File: src/design/iibs_pkg.sv
`timescale 1ns / 1ps

package iibs_pkg;

	// register indexes of the configuration port
	localparam int unsigned CfgIdxW = 1;
	localparam int unsigned CfgDataW = 8;
	localparam logic [CfgIdxW-1:0] REG_IMAGE_WIDTH = 1'd0;
	localparam logic [CfgIdxW-1:0] REG_IMAGE_HEIGHT = 1'd1;

	// reset values of the frame size registers
	localparam logic [7:0] IMAGE_WIDTH_RST = 8'd128;
	localparam logic [7:0] IMAGE_HEIGHT_RST = 8'd128;

	localparam logic OP_PIXEL = 1'b0;
	localparam logic OP_QUERY = 1'b1;

	typedef enum logic [1:0] {
		STS_OK        = 2'd0,
		STS_RANGE     = 2'd1,
		STS_OVERFLOW  = 2'd2,
		STS_NOT_READY = 2'd3
	} status_t;

	// corner read order of a box query
	typedef enum logic [1:0] {
		CORNER_BR    = 2'd0,
		CORNER_ABOVE = 2'd1,
		CORNER_LEFT  = 2'd2,
		CORNER_TL    = 2'd3
	} corner_t;

	typedef enum logic [2:0] {
		ST_IDLE,
		ST_PIX_RD,
		ST_PIX_WR,
		ST_Q_CHK,
		ST_Q_RD,
		ST_Q_DONE
	} state_t;

	typedef struct packed {
		logic       operation;
		logic [7:0] pixel;
		logic [6:0] region_left;
		logic [6:0] region_top;
		logic [7:0] region_cols;
		logic [7:0] region_rows;
	} req_t;

	typedef struct packed {
		logic    capture;
		logic    pix_rd;
		logic    pix_wr;
		logic    q_chk;
		logic    q_rd;
		corner_t corner;
		logic    q_done;
	} cmd_t;

	typedef struct packed {
		logic out_stall;
		logic q_ok;
	} sts_t;

endpackage

File: src/design/iibs_ctrl.sv
`timescale 1ns / 1ps

module iibs_ctrl (
	input  logic            clk,
	input  logic            arst_n,
	input  logic            in_valid,
	input  logic            in_operation,
	output logic            in_ready,
	input  iibs_pkg::sts_t  sts,
	output iibs_pkg::cmd_t  cmd
);

	iibs_pkg::state_t  state_q, state_next;
	iibs_pkg::corner_t corner_q;

	always_ff @(posedge clk or negedge arst_n) begin
		if (!arst_n) begin
			state_q  <= iibs_pkg::ST_IDLE;
			corner_q <= iibs_pkg::CORNER_BR;
		end else begin
			state_q <= state_next;
			if (state_q == iibs_pkg::ST_Q_RD)
				corner_q <= iibs_pkg::corner_t'(corner_q + 2'd1);
			else
				corner_q <= iibs_pkg::CORNER_BR;
		end
	end

	always_comb begin
		state_next = state_q;
		case (state_q)
			iibs_pkg::ST_IDLE: begin
				if (in_valid)
					state_next = (in_operation == iibs_pkg::OP_QUERY) ?
						iibs_pkg::ST_Q_CHK : iibs_pkg::ST_PIX_RD;
			end
			iibs_pkg::ST_PIX_RD: state_next = iibs_pkg::ST_PIX_WR;
			iibs_pkg::ST_PIX_WR: begin
				if (!sts.out_stall) state_next = iibs_pkg::ST_IDLE;
			end
			iibs_pkg::ST_Q_CHK: begin
				state_next = sts.q_ok ? iibs_pkg::ST_Q_RD : iibs_pkg::ST_Q_DONE;
			end
			iibs_pkg::ST_Q_RD: begin
				if (corner_q == iibs_pkg::CORNER_TL) state_next = iibs_pkg::ST_Q_DONE;
			end
			iibs_pkg::ST_Q_DONE: begin
				if (!sts.out_stall) state_next = iibs_pkg::ST_IDLE;
			end
			default: state_next = iibs_pkg::ST_IDLE;
		endcase
	end

	always_comb begin
		cmd        = '0;
		cmd.corner = corner_q;
		in_ready   = 1'b0;
		case (state_q)
			iibs_pkg::ST_IDLE: begin
				in_ready    = 1'b1;
				cmd.capture = in_valid;
			end
			iibs_pkg::ST_PIX_RD: cmd.pix_rd = 1'b1;
			iibs_pkg::ST_PIX_WR: cmd.pix_wr = !sts.out_stall;
			iibs_pkg::ST_Q_CHK:  cmd.q_chk = 1'b1;
			iibs_pkg::ST_Q_RD:   cmd.q_rd = 1'b1;
			iibs_pkg::ST_Q_DONE: cmd.q_done = !sts.out_stall;
			default: ;
		endcase
	end

endmodule

File: config.mk
export PLATFORM = sky130hd
export DESIGN_NAME = iibs_ctrl
export DESIGN_NICKNAME = d
export VERILOG_FILES = /design/src/design/iibs_pkg.sv /design/src/design/iibs_ctrl.sv
export SDC_FILE = /design/constraint.sdc
export NUM_CORES = 1
export LEC_CHECK = 0
export ABC_AREA = 1
export BUFFER_PORTS_ARGS = -buffer_cell sky130_fd_sc_hd__buf_2
export CAP_MARGIN = 5
export CORE_AREA = 4 4 41 43
export DETAILED_ROUTE_END_ITERATION = 16
export DIE_AREA = 0 0 45 47
export PLACE_DENSITY = 0.55
export SYNTH_ARGS = -nofsm -noshare
export SYNTH_HDL_FRONTEND = slang
export SYNTH_SLANG_ARGS = --single-unit
File: constraint.sdc
create_clock -name clk -period 1.2 [get_ports clk]
set_input_delay 0.3 -clock clk [delete_from_list [all_inputs] [get_ports clk]]
set_output_delay 0.3 -clock clk [all_outputs]
set_load 0.02 [all_outputs]
==> reports/results.tsv <==
metric	value	unit
clk slew on worst S/H paths	50	ps
Boundary Pins	15	
startpoint types	register	
drt via density	4.24	
Final min period	1440	ps
Layout area overhead	70.6	%
clock tree root driver cell	clkbuf_4	
final period utilization	120	%
final setup fails	10	
vias in the first global route	392	
min-delay src	sts[0]	
CTS tree	yes	
Worst EP arrival	1140	ps
EDFF count, synth	0	
Starting Density	24.2	%
largest net degree at the start of global routing	8	
hold endpoint	state_q[0]	
Die Wd	45	microns
VDD IR max	1170	uV
FF-to-FF setup slack	-20	ps
Worst Reg-to-Reg Cells	9	
Worst-Skew Late Latency	240	ps
total track usage	9.85	%
nets	83	
endpoints failing hold	0	
worst endpoint required time	900	ps
failing checks	negative setup slack	
Max Root-Sink Buffers	2	
Synth Cell Area	315	sq um
gr ovfl total	0	
via count	382	
status	finished with violations	
share of layout cells above drive strength 1	48.0	%
DP HPWL	645	microns
n_diodes	0	
static leakage	0.324	nW
WS Path Type	reg -> out	
synth cell count leaders	11 x nand2_1, 8 x inv_1, 8 x nand3_1, 8 x nor2_1, 5 x dfrtp_1	
DIE HEIGHT	47	microns
Synth cell types	11	
DIE AREA	0.00212	sq mm
Core Area	0.00130	sq mm
Final Cell Area	538	sq um
DRC errors left	0	
setup ws final	-243	ps
routability cong.	0.702	
Iter 0 DRT Violations	4	
r2r endpoint	state_q[0]	
Max Cap Viol	0	
area post-placement	439	sq um
Port Buf Inserts	14	
Synth top area share	39.7	%
initial antenna violation count	0	
clock buffer count from CTS	3	
row cnt	13	
CTS H-tree lvls	1	
final antenna-violating net count	0	
wire length per cell	8.89	microns
critical path peak fanout	4	
Yosys top cell by area	dfrtp_1	
ys async rst share	100	%
RSZ-0062 raised after global routing	true	
DRT Pass-1 Iters	4	
Synth Register Bits	5	
skew final	5.45	ps
Sink Count	5	
critical path endpoint category	output port	
first-pass GRT wire length	1500	microns
reg2reg start	state_q[0]	
Synth Net Count	55	
dominant cells by area after synthesis	dfrtp_1 40%, nand2_1 13%, nand3_1 13%, inv_1 9.5%, nor2_1 9.5%	
final WL	800	microns
Top FF cell, synth	dfrtp_1	
register area share after synthesis	39.7	%
Yosys warnings	0	
count leader, synth	nand2_1	
FILL cells	146	
Syn Inst Count	48	
Worst Max-Slew Pin Slew	167	ps
Setup WS pre-CTS	-50.7	ps
fin. max-slew vios	0	
Hold/Removal Path Class	in -> reg	
Max-slew headroom	88.8	%
Fmax achieved	0.693	GHz
P per Cell Area	2520	mW/mm^2
Avg Cell Area, Syn	6.57	sq um
Hold Path Depth	4	
[cell usage in the layout (no fill, tap or decap)]
cell type,count
buf_4,14
nand2_1,10
nor2_1,8
nand3_1,8
inv_1,7
buf_2,7
inv_2,3
nand2_2,3
clkbuf_4,3
dfrtp_2,3
dfrtp_1,2
nor2_4,1
nor3_2,1
o21ai_0,1
ha_1,1
clkbuf_1,1
dlygate4sd3_1,1
buf_6,1
[routing by layer]
layer | vias up | wire length (microns) | GRT usage, %
met1 | 173 | 341 | 11.5
li1 | 200 | - | -
met2 | 9 | 398 | 15.8
met4 | 0 | 0 | 3.51
met5 | - | 0 | 0
met3 | 0 | 60 | 4.60
[state kept, by name, indices dropped and copies added, names as in the netlist]
signal    flops
corner_q      2
state_q       3
[worst max-delay path by stage]
stage,from,to,slack [ps]
after floorplan,state_q[0],in_ready,-40
after detailed placement,state_q[1],cmd[7],-50
after global routing,state_q[0],cmd[7],-320
after CTS,state_q[1],cmd[7],-260
final,state_q[0],cmd[7],-240
after global placement,state_q[0],cmd[7],-5
[per-stage QoR]
| stage | power [mW] | TNS [ps] | cells | hold WS, ps | utilization [%] |
|---|---|---|---|---|---|
| floorplan | 0.726 | -69.1 | 48 | 4.41 | - |
| global placement | 0.952 | -8.59 | 81 | 121 | 33.8 |
| detailed placement | 0.961 | -76.3 | 81 | 120 | 33.8 |
| CTS | 1.34 | -1640 | 89 | 395 | 40.7 |
| global route | 1.50 | -2430 | 90 | 420 | 41.3 |
| finish | 1.35 | -1570 | 90 | 393 | 41.3 |
[cell families (layout without fill, tap and decap cells)]
group           Yosys count  in the layout  synth area share, %
compound gates            1              1                 1.59
flops                     5              5                 39.7
simple gates             31             31                 42.9
buf+inv                  10             37                 11.9
fa+ha+maj                 1              1                 3.97
[report_power, final]
group	internal, mW	switching [mW]	total (mW)
registers	0.232	0.0819	0.314
logic	0.404	0.444	0.848
clock network	0.126	0.0670	0.193
total	0.762	0.593	1.35
[worst max-delay path, cell delays in order, from the launching register on]
cell and delay [ps]:
dfrtp_2 430, nor2_4 160, inv_2 60, nor3_2 100, buf_4 160
[repair_timing]
item | in CTS | in global routing
hold endpoints to repair | 5 | 0
cloned | 0 | 0
buffers inserted | 3 | 1
hold buffers | 1 | 0
setup endpoints to repair | 10 | 10
resized for setup | 13 | 1
pin swaps | 4 | 1
[cell type report]
class | count | area, sq um | share of cell area [%]
clock buffers | 4 | 26.3 | 4.88
inverters | 10 | 37.5 | 6.98
multi-input cells | 33 | 165 | 30.7
flip-flops and latches | 5 | 129 | 24.0
well taps | 15 | 18.8 | 3.49
repair buffers | 23 | 161 | 30.0
Power figures use the tool's default switching activity.
